--- src/rtl/core/pcoh_fifo.sv ---
// Small synchronous queue with occupancy count.
module pcoh_fifo #(
    parameter type T = logic,
    parameter int DEPTH = 4,
    localparam int AW = $clog2(DEPTH),
    localparam int CW = $clog2(DEPTH + 1)
) (
    input  logic          clk,
    input  logic          rst_n,
    input  logic          push,
    input  T              wdata,
    input  logic          pop,
    output T              rdata,
    output logic          full,
    output logic          empty,
    output logic [CW-1:0] count
);

    T              store [DEPTH];
    logic [AW-1:0] wr_ptr_reg;
    logic [AW-1:0] rd_ptr_reg;
    logic [CW-1:0] count_reg;
    logic [CW-1:0] count_next;
    logic          do_push;
    logic          do_pop;

    assign full    = (count_reg == CW'(DEPTH));
    assign empty   = (count_reg == '0);
    assign count   = count_reg;
    assign do_push = push && !full;
    assign do_pop  = pop && !empty;
    assign rdata   = store[rd_ptr_reg];

    always_comb
    begin
        case ({do_push, do_pop})
            2'b10:   count_next = count_reg + 1'b1;
            2'b01:   count_next = count_reg - 1'b1;
            default: count_next = count_reg;
        endcase
    end

    always_ff @(posedge clk or negedge rst_n)
    begin
        if (!rst_n)
        begin
            wr_ptr_reg <= '0;
            rd_ptr_reg <= '0;
            count_reg  <= '0;
        end
        else
        begin
            if (do_push)
            begin
                wr_ptr_reg <= (wr_ptr_reg == AW'(DEPTH - 1)) ? '0 : wr_ptr_reg + 1'b1;
            end
            if (do_pop)
            begin
                rd_ptr_reg <= (rd_ptr_reg == AW'(DEPTH - 1)) ? '0 : rd_ptr_reg + 1'b1;
            end
            count_reg <= count_next;
        end
    end

    always_ff @(posedge clk)
    begin
        if (do_push)
        begin
            store[wr_ptr_reg] <= wdata;
        end
    end

endmodule

--- config.mk ---
export PLATFORM = sky130hd
export DESIGN_NAME = pcoh_fifo
export DESIGN_NICKNAME = d
export VERILOG_FILES = /design/src/rtl/core/pcoh_fifo.sv
export SDC_FILE = /design/constraint.sdc
export NUM_CORES = 1
export LEC_CHECK = 0
export BUFFER_PORTS_ARGS = -buffer_cell sky130_fd_sc_hd__buf_4
export CAP_MARGIN = 0
export CORE_UTILIZATION = 40
export DETAILED_ROUTE_END_ITERATION = 8
export PLACE_DENSITY = 0.6
export SLEW_MARGIN = 25
export SYNTH_ARGS = -nofsm -noshare
export SYNTH_HDL_FRONTEND = slang
export SYNTH_SLANG_ARGS = --single-unit
--- constraint.sdc ---
create_clock -name clk -period 2.61 [get_ports clk]
set_input_delay 0.261 -clock clk [delete_from_list [all_inputs] [get_ports clk]]
set_output_delay 0.261 -clock clk [all_outputs]
set_load 0.02 [all_outputs]
==> flow_summary_export.csv, run 1 <==
group,metric,value,unit
sta,period_minus_slack,2.02,ns
cts,clk_latency,0.26,ns
global_route,antenna_found_initial,0,
place,gp_congestion,0.740,
outcome,status,"finished, final reports clean",
setup_path,critPathMaxStageDelay,0.46,ns
cts,post_cts_buffers,0,
cts,cts_resized,0,
cts,clk_pin_slew,0.06,ns
detailed_routing,vias_per_cell,4.79,
setup_path,cp-startpoint,"count[0]",
worst_hold_path,hold_class,"in -> reg",
place,place_inst,70,
setup_path,start_kind,"flop",
final_layout,drive_gt1_share,43.3,%
detailed_routing,wire_per_inst,13.3,um
detailed_routing,antenna_left,0,
sta,worstMarginPinSlew,0.260,ns
setup_path,crit_slowest_cell,"dfrtp_1",
global_route,grt_pass1_wl,1810,um
die,start_util,45.5,%
job,max_cap_viol_count,0,
sta,fin_crit_sh,77.3,%
global_route,grt_overflow,0,
detailed_routing,drtIter0Drc,2,
global_route,grtUsageTotal,14.1,%
yosys,synth_top_area_share,27.8,%
sta,fin_tns_setup,0,ns
detailed_routing,vias,359,
die,die_w,41.7,um
sta,setup_viol_count_final,0,
yosys,syn_nets,57,
power_and_ir_drop,ir_worst_vdd,0.613,mV
setup_path,cp_max_fo,7,
final_layout,largest_reg_flops,4,
detailed_routing,dr.pass1.iters,2,
die,core-area,0.00138,mm^2
detailed_routing,drc_errors,0,
power_and_ir_drop,p_leak,0.370,nW
place,place_hpwl,840,um
yosys,ys_seq_area_share,46.9,%
sta,drv_slew,0,
power_and_ir_drop,p_per_area,1210,mW/mm^2
sta,relSlewSlack,82.7,%
yosys,ys_types,17,
cts,clkSinkCount,11,
power_and_ir_drop,total_power,0.000918,W
yosys,syn_area,629,um^2
sta,timing.fmax,496,MHz
setup_path,worstPathCellList,"nor3b_4 -> nor2b_4 -> inv_1 -> ha_1 -> inv_1 -> fa_1 -> xor2_1 -> nor2_1 -> xor2_1",
yosys,yosys.area.top_type,"dfrtp_1",
sta,fin_skew,0.00294,ns
final_layout,antennaDiodeCount,0,
yosys,syn_area_per_cell,14.0,um^2
setup_path,crit_arrival,2.20,ns
yosys,synthCells,45,
sta,fin_hold_ws,0.202,ns
final_layout,final_cell_count_no_fill,75,
final_layout,nets,73,
cts,ctsLongestPathBuffers,2,
cts,root_buffer,"clkbuf_4",
sta,rsz0062_at_grt,"false",
die,io_pins,11,
yosys,synth.area.top_cells,"dfrtp_1, edfxtp_1, ha_1",
worst_hold_path,hp-start,"wdata",
yosys,synth_seq_cells,11,
global_route,grt_start_max_net_pins,8,
global_route,grt_pass1_vias,422,
die,dieArea,0.00174,mm^2
cts,cts_buffers,3,
final_layout,syn_to_final_growth,20.7,%
setup_path,reg2reg_from,"count[0]",
setup_path,worst_ep_required_time,2.79,ns
cts,htreeDepth,1,
cts,cts_hold_buf,1,
setup_path,worstSetupPathType,"reg -> reg",
setup_path,cp-end-kind,"flop",
cts,tritoncts,"done",
final_layout,n_fill_cell,116,
sta,finalHoldViolCount,0,
die,std_cell_rows,13,
die,chipHeight,41.7,um
place,io_buffer_count,10,
yosys,synth-warning-count,0,
detailed_routing,totalWireLength,1000,um
kinds of logic after synthesis:
kind of cell	Yosys count	share of synthesized area, %
simple gates	11	15.5
flops	11	46.9
buf+inv	7	4.18
fa+ha+maj	7	15.1
mux	6	14.1
xor+xnor	3	4.18
placed cells by master (no fill, tap or decap):
cell type      synthesis  final
buf_4                  0     10
inv_1                  7      7
dfrtp_1                7      7
ha_1                   6      6
and2_2                 4      4
edfxtp_1               4      4
mux2_4                 3      3
nor2_1                 3      3
clkbuf_4               0      3
xor2_1                 2      2
nor3_2                 1      1
nand2b_4               1      1
nor3b_4                1      1
nor2b_4                1      1
mux4_2                 1      1
mux2i_1                1      1
mux2_2                 1      1
xnor2_1                1      1
fa_1                   1      1
clkbuf_1               0      1
dlygate4sd3_1          0      1
area by class of cell:
class / count / area [um^2] / area share, %
flip-flops and latches: 11 / 295 / 38.9
multi-input cells: 27 / 308 / 40.5
inverters: 7 / 26.3 / 3.46
repair buffers: 11 / 85.1 / 11.2
clock buffers: 4 / 26.3 / 3.46
well taps: 15 / 18.8 / 2.47
Yosys cell counts, drive strengths merged:
library cell and number:
and2 4, mux2 4, nand2b 1, edfxtp 4, nor2b 1, nor2 3, xnor2 1, mux2i 1
inv 7, dfrtp 7, ha 6, nor3b 1, mux4 1, fa 1, xor2 2, nor3 1
power breakdown:
group | internal [W] | switching [W]
Sequential | 0.000253 | 0.0000840
Clock | 0.0000589 | 0.0000490
Combinational | 0.000254 | 0.000218
Total | 0.000566 | 0.000351
path summary, 6_finish.rpt:
path,slack [ns],cells past startpoint,end
max in group asynchronous,2.14,2,wr_ptr_reg[0]
worst max register to register,0.59,9,count[2]
worst min register to register,0.57,1,rd_ptr_reg[1]
worst min-delay path,0.20,1,store[0]
worst max-delay path,0.59,9,count[2]
min in group asynchronous,0.35,2,rd_ptr_reg[0]
worst max-delay path: cells and delay by family, from the launching register on:
family	cells	cell delay, ns
flip-flops	1	0.46
AND/OR/NAND/NOR	3	0.47
XOR/XNOR	2	0.31
buffers and inverters	2	0.13
adder cells (fa/ha/maj)	2	0.55
metrics by stage:
stage / utilization (%) / instance area, um^2 / worst slack (ns)
floorplan: - / 629 / 0.512
global placement: 52.3 / 723 / 0.726
detailed placement: 52.3 / 723 / 0.622
CTS: 54.9 / 759 / 0.562
global route: 54.9 / 759 / 0.416
finish: 54.9 / 759 / 0.593
per-layer routing:
metal | wire [um] | track usage, % | share of wire (%)
met5 | 0 | 0 | 0
met4 | 0 | 1.94 | 0
met3 | 42 | 6.52 | 4.2
met2 | 593 | 28.4 | 59
met1 | 364 | 12.6 | 36
(Power assumes the default switching activity.)
==> run 2, diff against run 1 <==
--- a/config.mk
+++ b/config.mk
@@ -5,11 +5,12 @@
 export SDC_FILE = /design/constraint.sdc
 export NUM_CORES = 1
 export LEC_CHECK = 0
+export ABC_AREA = 1
 export BUFFER_PORTS_ARGS = -buffer_cell sky130_fd_sc_hd__buf_4
 export CAP_MARGIN = 0
 export CORE_UTILIZATION = 40
 export DETAILED_ROUTE_END_ITERATION = 8
-export PLACE_DENSITY = 0.6
+export PLACE_DENSITY = 0.62
 export SLEW_MARGIN = 25
 export SYNTH_ARGS = -nofsm -noshare
 export SYNTH_HDL_FRONTEND = slang
==> constraint.sdc (replaced) <==
create_clock -name clk -period 1.65 [get_ports clk]
set_input_delay 0.165 -clock clk [delete_from_list [all_inputs] [get_ports clk]]
set_output_delay 0.165 -clock clk [all_outputs]
set_load 0.02 [all_outputs]
==> flow_summary_export.csv, run 2 <==
group,metric,value,unit
outcome,status,"finished, final reports clean",
sta,fin_crit_sh,99.2,%
detailed_routing,wire_per_inst,9.14,um
yosys,synth-warning-count,0,
power_and_ir_drop,ir_worst_vdd,1.01,mV
final_layout,largest_reg_flops,4,
yosys,ys_seq_area_share,45.7,%
setup_path,cp-end-kind,"flop",
sta,finalHoldViolCount,0,
cts,root_buffer,"clkbuf_4",
die,dieArea,0.00178,mm^2
sta,rsz0062_at_grt,"true",
yosys,synthArstFlopShare,63.6,%
sta,fin_skew,0.00228,ns
yosys,ys.flop_type,"dfrtp_1",
yosys,ys_types,19,
place,place_area,779,um^2
final_layout,final_cell_mix,"buf_4, nand2_1, inv_1",
cts,ctsLongestPathBuffers,2,
final_layout,final_cell_count_no_fill,109,
detailed_routing,dr.pass1.iters,4,
detailed_routing,drtIter0Drc,5,
place,gp_congestion,0.732,
detailed_routing,drc_errors,0,
sta,period_minus_slack,1.64,ns
place,dp_slack,0.0346,ns
die,std_cell_rows,14,
detailed_routing,vias_per_cell,4.51,
yosys,syn_area_per_cell,8.97,um^2
cts,clk_pin_slew,0.07,ns
final_layout,antennaDiodeCount,0,
die,io_pins,11,
detailed_routing,antenna_left,0,
setup_path,timing.critical_path.mode_cell,"inv_2",
worst_hold_path,hold_class,"in -> reg",
sta,worstMarginPinSlew,0.201,ns
cts,cts_buffers,3,
sta,relSlewSlack,86.6,%
final_layout,final_common_cell,"buf_4",
setup_path,cp_max_fo,4,
detailed_routing,vias,492,
cts,htreeDepth,1,
place,io_buffer_count,10,
cts,tritoncts,"done",
setup_path,crit_arrival,1.79,ns
sta,drv_slew,0,
die,start_util,42.9,%
setup_path,r2r_cells,10,
sta,timing.fmax,611,MHz
final_layout,drive_gt1_share,41.9,%
global_route,grt_start_max_net_pins,8,
yosys,yosys.area.top_type,"dfrtp_1",
yosys,synthCells,72,
setup_path,reg2reg_setup_slack,0.01,ns
yosys,ys_top_cells_by_count,"nand2_1, inv_1, dfrtp_1",
final_layout,fin_area,858,um^2
cts,clkSinkCount,11,
sta,worst_slack,0.0127,ns
setup_path,worstPathCellList,"inv_4 -> nand3_4 -> nand2_4 -> ha_4 -> inv_2 -> fa_2 -> inv_2 -> nand2_1 -> nand4_1 -> nand2_2",
cts,clk_latency,0.26,ns
final_layout,nets,106,
global_route,grt_overflow,0,
global_route,grtUsageTotal,12.8,%
sta,fin_tns_setup,0,ns
power_and_ir_drop,p_per_area,1880,mW/mm^2
yosys,syn_nets,84,
place,place_inst,100,
sta,setup_viol_count_final,0,
die,chipHeight,42.2,um
job,max_cap_viol_count,0,
setup_path,worstSetupPathType,"reg -> reg",
detailed_routing,totalWireLength,996,um
global_route,grt_pass1_vias,409,
setup_path,worst_ep_required_time,1.80,ns
die,core-area,0.00151,mm^2
final_layout,syn_to_final_growth,32.9,%
worst_hold_path,worstHoldPathCells,1,
setup_path,start_kind,"flop",
global_route,grt_pass1_wl,1680,um
yosys,synth_seq_cells,11,
yosys,synth.area.top_cells,"dfrtp_1, edfxtp_1, ha_1",
setup_path,crit_slowest_cell,"dfrtp_2",
setup_path,critPathMaxStageDelay,0.44,ns
yosys,synth_top_area_share,27.1,%
global_route,antenna_found_initial,0,
power_and_ir_drop,p_leak,0.440,nW
yosys,yosysMostFrequentCell,"nand2_1",
place,place_hpwl,770,um
yosys,synth-edff-count,4,
die,die_w,42.2,um
yosys,syn_area,646,um^2
run 2: changes by cell type after synthesis, sizes merged, moves of 3 or more:
| cell | change |
|---|---|
| and2 | -4 |
| nand2 | +18 |
| nor2 | +3 |
| mux2 | -4 |
| nand3 | +7 |
| inv | +10 |
run 2: cell families (layout without fill, tap and decap cells):
| logic type | after synthesis | after routing | synth area share (%) |
|---|---|---|---|
| AOI/OAI and AO/OA | 3 | 3 | 2.71 |
| xor gates and xnor gates | 1 | 1 | 1.36 |
| adders and majority gates | 7 | 7 | 14.7 |
| buffers and inverters | 17 | 38 | 9.88 |
| DFF | 11 | 11 | 45.7 |
| and+or+nand+nor | 33 | 33 | 25.6 |
run 2: area by class of cell:
type	count	area [um^2]
Sequential cell	11	299
Clock buffer	4	26.3
Inverter	17	68.8
Timing Repair Buffer	17	130
Fill cell	138	648
Tap cell	16	20.0
Multi-Input combinational cell	44	314
run 2: worst max-delay path, delay by kind of cell, from the launching register on:
family                     cells  cell delay, ns
adders and majority gates      2            0.52
DFF                            1            0.44
and+or+nand+nor                5            0.39
buffers and inverters          3            0.17
run 2: repair_timing:
item                       CTS  global route
buffers inserted             0             4
resized for setup            0             7
setup endpoints to repair    0             2
hold endpoints to repair     7             0
hold buffers                 1             0
run 2: per-stage QoR:
stage               total power (W)  hold slack, ns  util (%)
floorplan                   0.00109          -0.131         -
global placement            0.00134         -0.0133      51.7
detailed placement          0.00135         -0.0144      51.7
CTS                         0.00154          0.0949      54.2
global route                0.00179          0.0966      57.0
finish                      0.00162           0.102      57.0
run 2: routing by layer:
metal	wire, um	track usage [%]	vias up
li1	-	-	264
met1	463	17.5	216
met2	479	18.8	10
met3	46	2.59	2
met4	6	7.50	0
met5	0	0	-
run 2: power breakdown:
| part | switching, W | internal, W |
|---|---|---|
| Combinational | 0.000484 | 0.000432 |
| Sequential | 0.000120 | 0.000402 |
| Clock | 0.0000838 | 0.0000933 |
run 2: final timing paths:
path,start,endpoint
setup / recovery,count[0],count[2]
hold / removal,wdata,store[3]
setup reg to reg,count[0],count[2]
hold reg to reg,count[0],count[0]
max in group asynchronous,rst_n,count[2]
min in group asynchronous,rst_n,count[1]
