===== config.mk =====
export PLATFORM = sky130hd
export DESIGN_NAME = pcoh_front
export DESIGN_NICKNAME = d
export VERILOG_FILES = /design/src/rtl/core/pcoh_pkg.sv /design/src/rtl/core/pcoh_front.sv
export SDC_FILE = /design/constraint.sdc
export NUM_CORES = 1
export LEC_CHECK = 0
export BUFFER_PORTS_ARGS = -buffer_cell sky130_fd_sc_hd__buf_2
export CAP_MARGIN = 20
export CORE_AREA = 3 3 169 130
export CTS_BUF_LIST = sky130_fd_sc_hd__clkbuf_16
export CTS_CLUSTER_DIAMETER = 100
export DETAILED_ROUTE_END_ITERATION = 12
export DIE_AREA = 0 0 172 133
export PLACE_DENSITY = 0.76
export SETUP_SLACK_MARGIN = 0.05
export SLEW_MARGIN = 20
export SYNTH_ARGS = -nofsm -noshare
export SYNTH_HDL_FRONTEND = slang
export SYNTH_SLANG_ARGS = --single-unit

===== constraint.sdc =====
create_clock -name clk -period 7.5 [get_ports clk]
set_clock_uncertainty 0.05 [all_clocks]
set_input_delay 0 -clock clk [delete_from_list [all_inputs] [get_ports clk]]
set_output_delay 0 -clock clk [all_outputs]
set_load 0.01 [all_outputs]

===== src/rtl/core/pcoh_pkg.sv =====
// Shared types and constants for the pore classifier and orientation histograms.
package pcoh_pkg;

    // Widest histogram bin address for any supported bin count
    localparam int HIST_ADDR_W = 8;

    localparam int MID_DEPTH = 4;
    localparam int OUT_DEPTH = 4;

    localparam logic [1:0] CFG_SPHERICITY = 2'd0;
    localparam logic [1:0] CFG_VOLUME     = 2'd1;
    localparam logic [1:0] CFG_ASPECT     = 2'd2;

    typedef enum logic [1:0] {
        OP_RECORD = 2'd0,
        OP_READ   = 2'd1,
        OP_CLEAR  = 2'd2,
        OP_IDLE   = 2'd3
    } op_t;

    typedef struct packed {
        op_t                    op;
        logic                   keyhole;
        logic                   accepted;
        logic [31:0]            volume;
        logic [HIST_ADDR_W-1:0] az_bin;
        logic [HIST_ADDR_W-1:0] el_bin;
        logic [1:0]             sel;
        logic                   rd_ok;
    } front_item_t;

    typedef struct packed {
        logic        accepted;
        logic        keyhole;
        logic [47:0] total_volume;
        logic [47:0] accepted_volume;
        logic [31:0] keyhole_count;
        logic [31:0] gas_count;
        logic [31:0] bin_count;
        logic [47:0] bin_volume;
    } result_t;

endpackage


===== src/rtl/core/pcoh_front.sv =====
// Front end: configuration registers, pore classification and angle binning.
module pcoh_front #(
    parameter int BIN_COUNT = 18,
    parameter int BIN_WIDTH = 10
) (
    input  logic                  clk,
    input  logic                  rst_n,
    input  logic                  cfg_valid,
    output logic                  cfg_ready,
    input  logic [1:0]            cfg_index,
    input  logic [31:0]           cfg_data,
    input  logic                  push,
    input  logic                  queue_full,
    input  logic [1:0]            operation,
    input  logic [15:0]           sphericity,
    input  logic [31:0]           pore_volume,
    input  logic signed [15:0]    azimuth,
    input  logic signed [15:0]    elevation,
    input  logic [15:0]           ratio_first_second,
    input  logic [15:0]           ratio_first_third,
    input  logic [1:0]            histogram_select,
    input  logic [4:0]            bin_index,
    output logic                  item_push,
    output pcoh_pkg::front_item_t item
);

    localparam int ANGLE_W  = 15;
    localparam int DIVISOR  = BIN_WIDTH * 100;
    localparam int DIV_LOG  = $clog2(DIVISOR);
    localparam int SHIFT    = ANGLE_W + DIV_LOG;
    localparam longint unsigned RECIP =
        ((64'd1 << SHIFT) + 64'(DIVISOR) - 64'd1) / 64'(DIVISOR);
    localparam int RECIP_W  = ANGLE_W + 2;
    localparam int PROD_W   = ANGLE_W + RECIP_W;
    localparam logic signed [16:0] HALF_TURN = 17'sd18000;

    logic [15:0]   sph_thr_reg;
    logic [31:0]   vol_thr_reg;
    logic [15:0]   aspect_thr_reg;
    pcoh_pkg::op_t op;
    logic          is_record;
    logic          is_keyhole;
    logic          is_read;
    logic          read_ok;

    // Fold negative angles by half a turn, then divide by the bin width through an exact
    // reciprocal multiply (valid for any 15-bit dividend).
    function automatic logic [pcoh_pkg::HIST_ADDR_W-1:0] angle_bin(
        input logic signed [15:0] angle
    );
        logic signed [16:0]  folded;
        logic [ANGLE_W-1:0]  mag;
        logic [PROD_W-1:0]   prod;
        logic [PROD_W-1:0]   quot;
        folded = (angle < 0) ? 17'(angle) + HALF_TURN : 17'(angle);
        if (folded < 0)
        begin
            return '0;
        end
        mag  = folded[ANGLE_W-1:0];
        prod = PROD_W'(mag) * PROD_W'(RECIP);
        quot = prod >> SHIFT;
        if (quot >= PROD_W'(BIN_COUNT))
        begin
            quot = PROD_W'(BIN_COUNT - 1);
        end
        return pcoh_pkg::HIST_ADDR_W'(quot);
    endfunction

    assign cfg_ready = 1'b1;

    always_ff @(posedge clk or negedge rst_n)
    begin
        if (!rst_n)
        begin
            sph_thr_reg    <= 16'hFFFF;
            vol_thr_reg    <= '0;
            aspect_thr_reg <= 16'd256;
        end
        else if (cfg_valid)
        begin
            case (cfg_index)
                pcoh_pkg::CFG_SPHERICITY: sph_thr_reg    <= cfg_data[15:0];
                pcoh_pkg::CFG_VOLUME:     vol_thr_reg    <= cfg_data;
                pcoh_pkg::CFG_ASPECT:     aspect_thr_reg <= cfg_data[15:0];
                default: ;
            endcase
        end
    end

    assign op         = pcoh_pkg::op_t'(operation);
    assign is_record  = (op == pcoh_pkg::OP_RECORD);
    assign is_read    = (op == pcoh_pkg::OP_READ);
    assign is_keyhole = is_record && (sphericity <= sph_thr_reg) &&
                        ((ratio_first_second >= aspect_thr_reg) ||
                         (ratio_first_third >= aspect_thr_reg));
    assign read_ok    = is_read && (pcoh_pkg::HIST_ADDR_W'(bin_index) <
                                    pcoh_pkg::HIST_ADDR_W'(BIN_COUNT));
    assign item_push  = push && !queue_full;

    always_comb
    begin
        item          = '0;
        item.op       = op;
        item.keyhole  = is_keyhole;
        item.accepted = is_keyhole && (pore_volume >= vol_thr_reg);
        item.volume   = pore_volume;
        item.sel      = histogram_select;
        item.rd_ok    = read_ok;
        if (is_record)
        begin
            item.az_bin = angle_bin(azimuth);
            item.el_bin = angle_bin(elevation);
        end
        else if (read_ok)
        begin
            // a read looks up the same bin in all four histograms
            item.az_bin = pcoh_pkg::HIST_ADDR_W'(bin_index);
            item.el_bin = pcoh_pkg::HIST_ADDR_W'(bin_index);
        end
    end

endmodule


==> results of run 1 <==
power breakdown:
group          leakage, nW  internal (mW)  switching, mW  total, mW
sequential           0.734          0.420         0.0299      0.450
clock                0.157          0.291          0.160      0.451
combinational         6.14           1.10           1.39       2.49
cells by family (layout without fill, tap and decap cells):
kind of cell | count (synthesis) | count (layout) | synth area share [%]
buffers and inverters | 298 | 503 | 12.0
XOR/XNOR | 32 | 32 | 2.62
AO/OA/AOI/OAI | 159 | 159 | 9.69
other | 2 | 10 | 0.0701
multiplexers | 51 | 51 | 5.36
flip-flops | 64 | 64 | 15.2
AND/OR/NAND/NOR | 157 | 157 | 7.23
adder cells (fa/ha/maj) | 369 | 369 | 47.8
Yosys cell counts (all sizes together), types with 3 or more instances:
cell	number
nand2	45
fa	68
buf	46
nor2b	6
inv	244
a21o	28
o211ai	5
nand4	22
dfstp	17
nor4	4
nand3	14
nand2b	7
nor2	32
ha	298
maj3	3
a211oi	6
a211o	5
or3	3
xor2	7
xnor2	25
or2	6
a22oi	3
a21oi	32
nor3	9
o21a	9
clkbuf	8
dfrtp	47
mux2	51
o22ai	3
o21ai	45
a31oi	4
layout make-up:
| type | instances | area share [%] |
|---|---|---|
| antenna | 3 | 0.0605 |
| inverter | 244 | 7.38 |
| multi-input combinational | 775 | 63.0 |
| sequential | 64 | 13.1 |
| timing repair buffer | 243 | 11.3 |
| clock inverter | 7 | 0.766 |
| tap | 258 | 2.60 |
| clock buffer | 9 | 1.82 |
through the flow:
stage          std cells  setup WS, ns  power (mW)  util [%]
2_1_floorplan       1137          1.44        2.22         -
3_3_place_gp        1549         0.899        2.76      57.9
3_5_place_dp        1549         0.679        2.89      57.9
4_1_cts             1600         0.670        3.39      61.2
5_1_grt             1603         0.247        3.80      61.2
6_report            1603         0.665        3.39      61.2
worst min-delay path by stage:
stage                                   start                            end  slack (ns)  depth (start not counted)
after floorplan                         rst_n  aspect_thr_reg[0]$_DFFE_PN0P_       -0.35                          0
after global placement    histogram_select[0]                        item[1]       -0.05                          0
after global routing          pore_volume[18]                       item[37]        0.17                          2
after detailed placement  histogram_select[0]                        item[1]       -0.05                          0
after CTS                        cfg_index[0]     sph_thr_reg[8]$_DFFE_PN1P_        0.14                          5
final                         pore_volume[13]                       item[32]        0.15                          2
per-layer routing:
layer / global-route usage, % / vias up
met3: 4.84 / 49
met1: 32.1 / 4031
li1: - / 4190
met5: 0 / -
met2: 37.8 / 219
met4: 5.10 / 0
==> impl_metrics.env, run 1 <==
export IMPL_setup_worst_path_end="item[3]"
export IMPL_relSlewSlack_pct=41.9
export IMPL_grt_pass1_wl_um=42900
export IMPL_seq_area_frac_synth_pct=15.2
export IMPL_r2r_end="sph_thr_reg[10]$_DFFE_PN1P_"
export IMPL_tns_ns=0
export IMPL_cts_tree="done"
export IMPL_cpMostUsedCell="fa_1"
export IMPL_tightest_slew_ns=0.868
export IMPL_final_cell_mix="298 x ha_1, 244 x inv_1, 205 x buf_2"
export IMPL_met1_length_um=12400
export IMPL_hold_slack_ns=0.153
export IMPL_vias=8489
export IMPL_initial_core_util_pct=52.8
export IMPL_finalHoldViolCount=0
export IMPL_wl_met3_um=1380
export IMPL_met2WireLength_um=12400
export IMPL_ant_nets=0
export IMPL_cp_end_kind="output pin"
export IMPL_synth_cell_types=60
export IMPL_htreeDepth=3
export IMPL_largest_register_ffs=32
export IMPL_clockBufferDepth=2
export IMPL_min_path_type="in2out"
export IMPL_syn_area_mm2=0.0107
export IMPL_via_per_inst=5.30
export IMPL_avgSynthCellArea_um2=9.46
export IMPL_ir_drop_v=0.000235
export IMPL_grt_usage_pct=23.3
export IMPL_path_buf_inv=4
export IMPL_synth_top_flop_cell="dfrtp_1"
export IMPL_area_growth_pct=15.9
export IMPL_drt_pass1_iter_count=5
export IMPL_routed_wirelength_um=26700
export IMPL_cts_resized=0
export IMPL_dp_hpwl_um=22600
export IMPL_drt_iter0_drc=410
export IMPL_critPathLaunch="elevation[4]"
export IMPL_std_cell_rows=45
export IMPL_grt_overflow_total=0
export IMPL_highest_layer="met4"
export IMPL_worst_r2r_cell_count=2
export IMPL_ys_ff_latch=64
export IMPL_cts_buffers=9
export IMPL_design_area_mm2=0.0124
export IMPL_grt_pass1_vias=8823
export IMPL_min_period_ns=6.83
export IMPL_slowest_stage="fa_1"
export IMPL_status="completed"
export IMPL_io_pins=217
export IMPL_setup_violations=0
export IMPL_maxCapViolations=0
export IMPL_io_buffers=205
export IMPL_rrSetupSlack_ns=6.58
export IMPL_clockRootBuffer="clkbuf_16"
export IMPL_core_mm2=0.0203
export IMPL_synth_edf_count=0
export IMPL_fin_crit_sh_pct=91.1
export IMPL_dieArea_mm2=0.0229
export IMPL_yosysWarningCount=0
export IMPL_path_depth=26
export IMPL_max_clock_freq_mhz=146
export IMPL_maxSlewViolCount=0
export IMPL_synthTopCellsByArea="ha_1 35%, fa_1 13%, dfrtp_1 11%"
export IMPL_synthArstFlopShare_pct=100
export IMPL_cp_start_kind="primary input"
export IMPL_cpLargestDelayFamily="adder cells"
export IMPL_critPathKind="in2out"
export IMPL_route_detailed_drc=0
export IMPL_post_cts_buffers=0
export IMPL_die_h_um=133
export IMPL_antenna_found_initial=3
export IMPL_holdBufCountCts=35
export IMPL_syn_inst=1132
export IMPL_crit_arrival_ns=6.78
export IMPL_powerDensity_mw_per_mm2=274
export IMPL_cp_max_fo=7
export IMPL_max_stage_delay_ns=0.54
export IMPL_grt_max_degree=65
export IMPL_final_common_cell="ha_1"
export IMPL_die_w_um=172
export IMPL_clock_latency_ns=0.34
export IMPL_seqCellArea_mm2=0.00162
export IMPL_yosysTopAreaCellShare_pct=34.8
export IMPL_nNetsFinal=1863
export IMPL_drive_above_1_share_pct=22.8
export IMPL_reg2reg_from="sph_thr_reg[10]$_DFFE_PN1P_"
export IMPL_multiInputGateArea_mm2=0.00782
export IMPL_rsz0062_at_grt="false"
export IMPL_leakage_nw=7.03
export IMPL_cts_sink_count=64
export IMPL_n_fill_cell=1725
export IMPL_gp_routability_congestion=0.929
export IMPL_wl_per_cell_um=16.6
export IMPL_critPathRequiredTime_ns=7.45
export IMPL_synth_largest_area_cell="ha_1"
export IMPL_placed_area_mm2=0.0117
Note: power is estimated with default switching activity, not from simulation.
==> inputs of run 2 (changes only) <==
--- a/constraint.sdc
+++ b/constraint.sdc
@@ -4,2 +4,2 @@
 set_output_delay 0 -clock clk [all_outputs]
-set_load 0.01 [all_outputs]
+set_load 0.1 [all_outputs]
==> run 2 against run 1 <==
- via count down 0.16%
- critical path type unchanged
- largest power group unchanged
- combinational power grew 5%
- first-iteration DRC count is 30% higher
- largest cell class unchanged
- utilization grew 0.24 points
==> impl_metrics.env, run 2 (synthesis results as in run 1) <==
export IMPL_via_per_inst=5.28
export IMPL_grt_overflow_total=0
export IMPL_maxSlewViolCount=0
export IMPL_dieArea_mm2=0.0229
export IMPL_status="completed"
export IMPL_dpl_cell_count=1552
export IMPL_ant_nets=0
export IMPL_cpMostUsedCell="fa_1"
export IMPL_finalHoldViolCount=0
export IMPL_cts_sink_count=64
export IMPL_grt_usage_pct=22.4
export IMPL_setup_violations=0
export IMPL_tns_ns=0
export IMPL_min_path_type="in2reg"
export IMPL_relSlewSlack_pct=34.8
export IMPL_max_stage_delay_ns=0.57
export IMPL_cpLargestDelayFamily="adder cells"
export IMPL_area_growth_pct=16.3
export IMPL_fin_crit_sh_pct=92.5
export IMPL_rsz0062_at_grt="false"
export IMPL_drt_pass1_iter_count=5
export IMPL_antenna_found_initial=1
export IMPL_final_common_cell="ha_1"
export IMPL_core_mm2=0.0203
export IMPL_cp_start_kind="primary input"
export IMPL_htreeDepth=3
export IMPL_io_buffers=205
export IMPL_ir_drop_v=0.000324
export IMPL_crit_arrival_ns=6.89
export IMPL_grt_pass1_vias=8387
export IMPL_critPathKind="in2out"
export IMPL_std_cell_rows=45
export IMPL_clk_transition_reported_paths_ns=0.05
export IMPL_clockRootBuffer="clkbuf_16"
export IMPL_die_h_um=133
export IMPL_routed_wirelength_um=25800
export IMPL_die_w_um=172
export IMPL_dp_hpwl_um=22200
export IMPL_clockBufferDepth=2
export IMPL_slowest_stage="fa_1"
export IMPL_max_clock_freq_mhz=144
export IMPL_final_cell_mix="298 x ha_1, 244 x inv_1, 205 x buf_2"
export IMPL_initial_core_util_pct=52.8
export IMPL_largest_register_ffs=32
export IMPL_cp_max_fo=3
export IMPL_powerDensity_mw_per_mm2=285
export IMPL_path_buf_inv=4
export IMPL_min_period_ns=6.94
export IMPL_fin_total_pwr_mw=3.55
export IMPL_gp_routability_congestion=0.963
export IMPL_critPathRequiredTime_ns=7.45
export IMPL_wl_per_cell_um=16.1
export IMPL_leakage_nw=7.06
export IMPL_nNetsFinal=1866
export IMPL_route_detailed_drc=0
export IMPL_finalNonFillerCells=1604
export IMPL_clock_latency_ns=0.33
export IMPL_cts_tree="done"
export IMPL_drt_iter0_drc=534
export IMPL_post_cts_buffers=0
export IMPL_io_pins=217
export IMPL_drive_above_1_share_pct=23.0
export IMPL_holdBufCountCts=35
export IMPL_vias=8475
export IMPL_tightest_slew_ns=0.974
export IMPL_cp_end_kind="output pin"
export IMPL_cts_buffers=9
export IMPL_grt_max_degree=65
export IMPL_cts_resized=0
export IMPL_maxCapViolations=0
export IMPL_grt_pass1_wl_um=41300
export IMPL_n_fill_cell=1706
-- run 2: changes by cell type in the layout (fill, tap and decap cells not counted), sizes merged --
cell | before | now
buf | 208 | 211
bufinv | 2 | 3
clkinv | 4 | 2
clkinvlp | 0 | 1
diode | 3 | 1
-- run 2: path summary, 6_finish.rpt --
kind | startpoint | depth (start not counted) | end | slack, ns
min in group asynchronous | rst_n | 3 | vol_thr_reg[18]$_DFFE_PN0P_ | 0.32
worst max register to register | sph_thr_reg[2]$_DFFE_PN1P_ | 2 | sph_thr_reg[2]$_DFFE_PN1P_ | 6.63
worst max-delay path | azimuth[4] | 27 | item[13] | 0.56
worst min-delay path | cfg_index[1] | 5 | sph_thr_reg[9]$_DFFE_PN1P_ | 0.16
worst min register to register | sph_thr_reg[14]$_DFFE_PN1P_ | 2 | sph_thr_reg[14]$_DFFE_PN1P_ | 0.45
max in group asynchronous | rst_n | 3 | aspect_thr_reg[2]$_DFFE_PN0P_ | 6.53
-- run 2: per-layer routing --
metal  track usage [%]  vias up  wire [µm]
li1                  -     4203          -
met1              33.0     4022      12700
met2              34.9      227      11500
met3              4.06       23       1360
met4              3.46        0        293
met5                 0        -          0
-- run 2: through the flow --
step	setup WS (ns)	util, %	hold WS [ns]	area (µm²)
after CTS	0.541	61.4	0.150	12500
after floorplan	-0.193	-	-0.346	10700
final	0.562	61.5	0.160	12500
after global routing	0.201	61.5	0.201	12500
after global placement	0.719	58.0	-0.0493	11800
after detailed placement	0.575	58.0	-0.0493	11800
-- run 2: layout make-up --
class	instances	area, µm²	share of cell area, %
multi-input cells	775	7830	62.8
flip-flops and latches	64	1620	13.0
repair buffers	246	1420	11.4
inverters	244	916	7.35
well taps	258	323	2.59
clock buffers	9	225	1.81
clock inverters	7	119	0.954
diodes	1	2.50	0.0201
-- run 2: worst register-to-register path, cell delays in order (launching register included) --
cell,delay [ns]
dfstp_2,0.52
inv_1,0.05
o21ai_0,0.17
-- run 2: power breakdown --
part / leakage (nW) / internal, mW / switching (mW)
clock: 0.164 / 0.325 / 0.155
combinational: 6.16 / 1.10 / 1.52
sequential: 0.734 / 0.420 / 0.0288
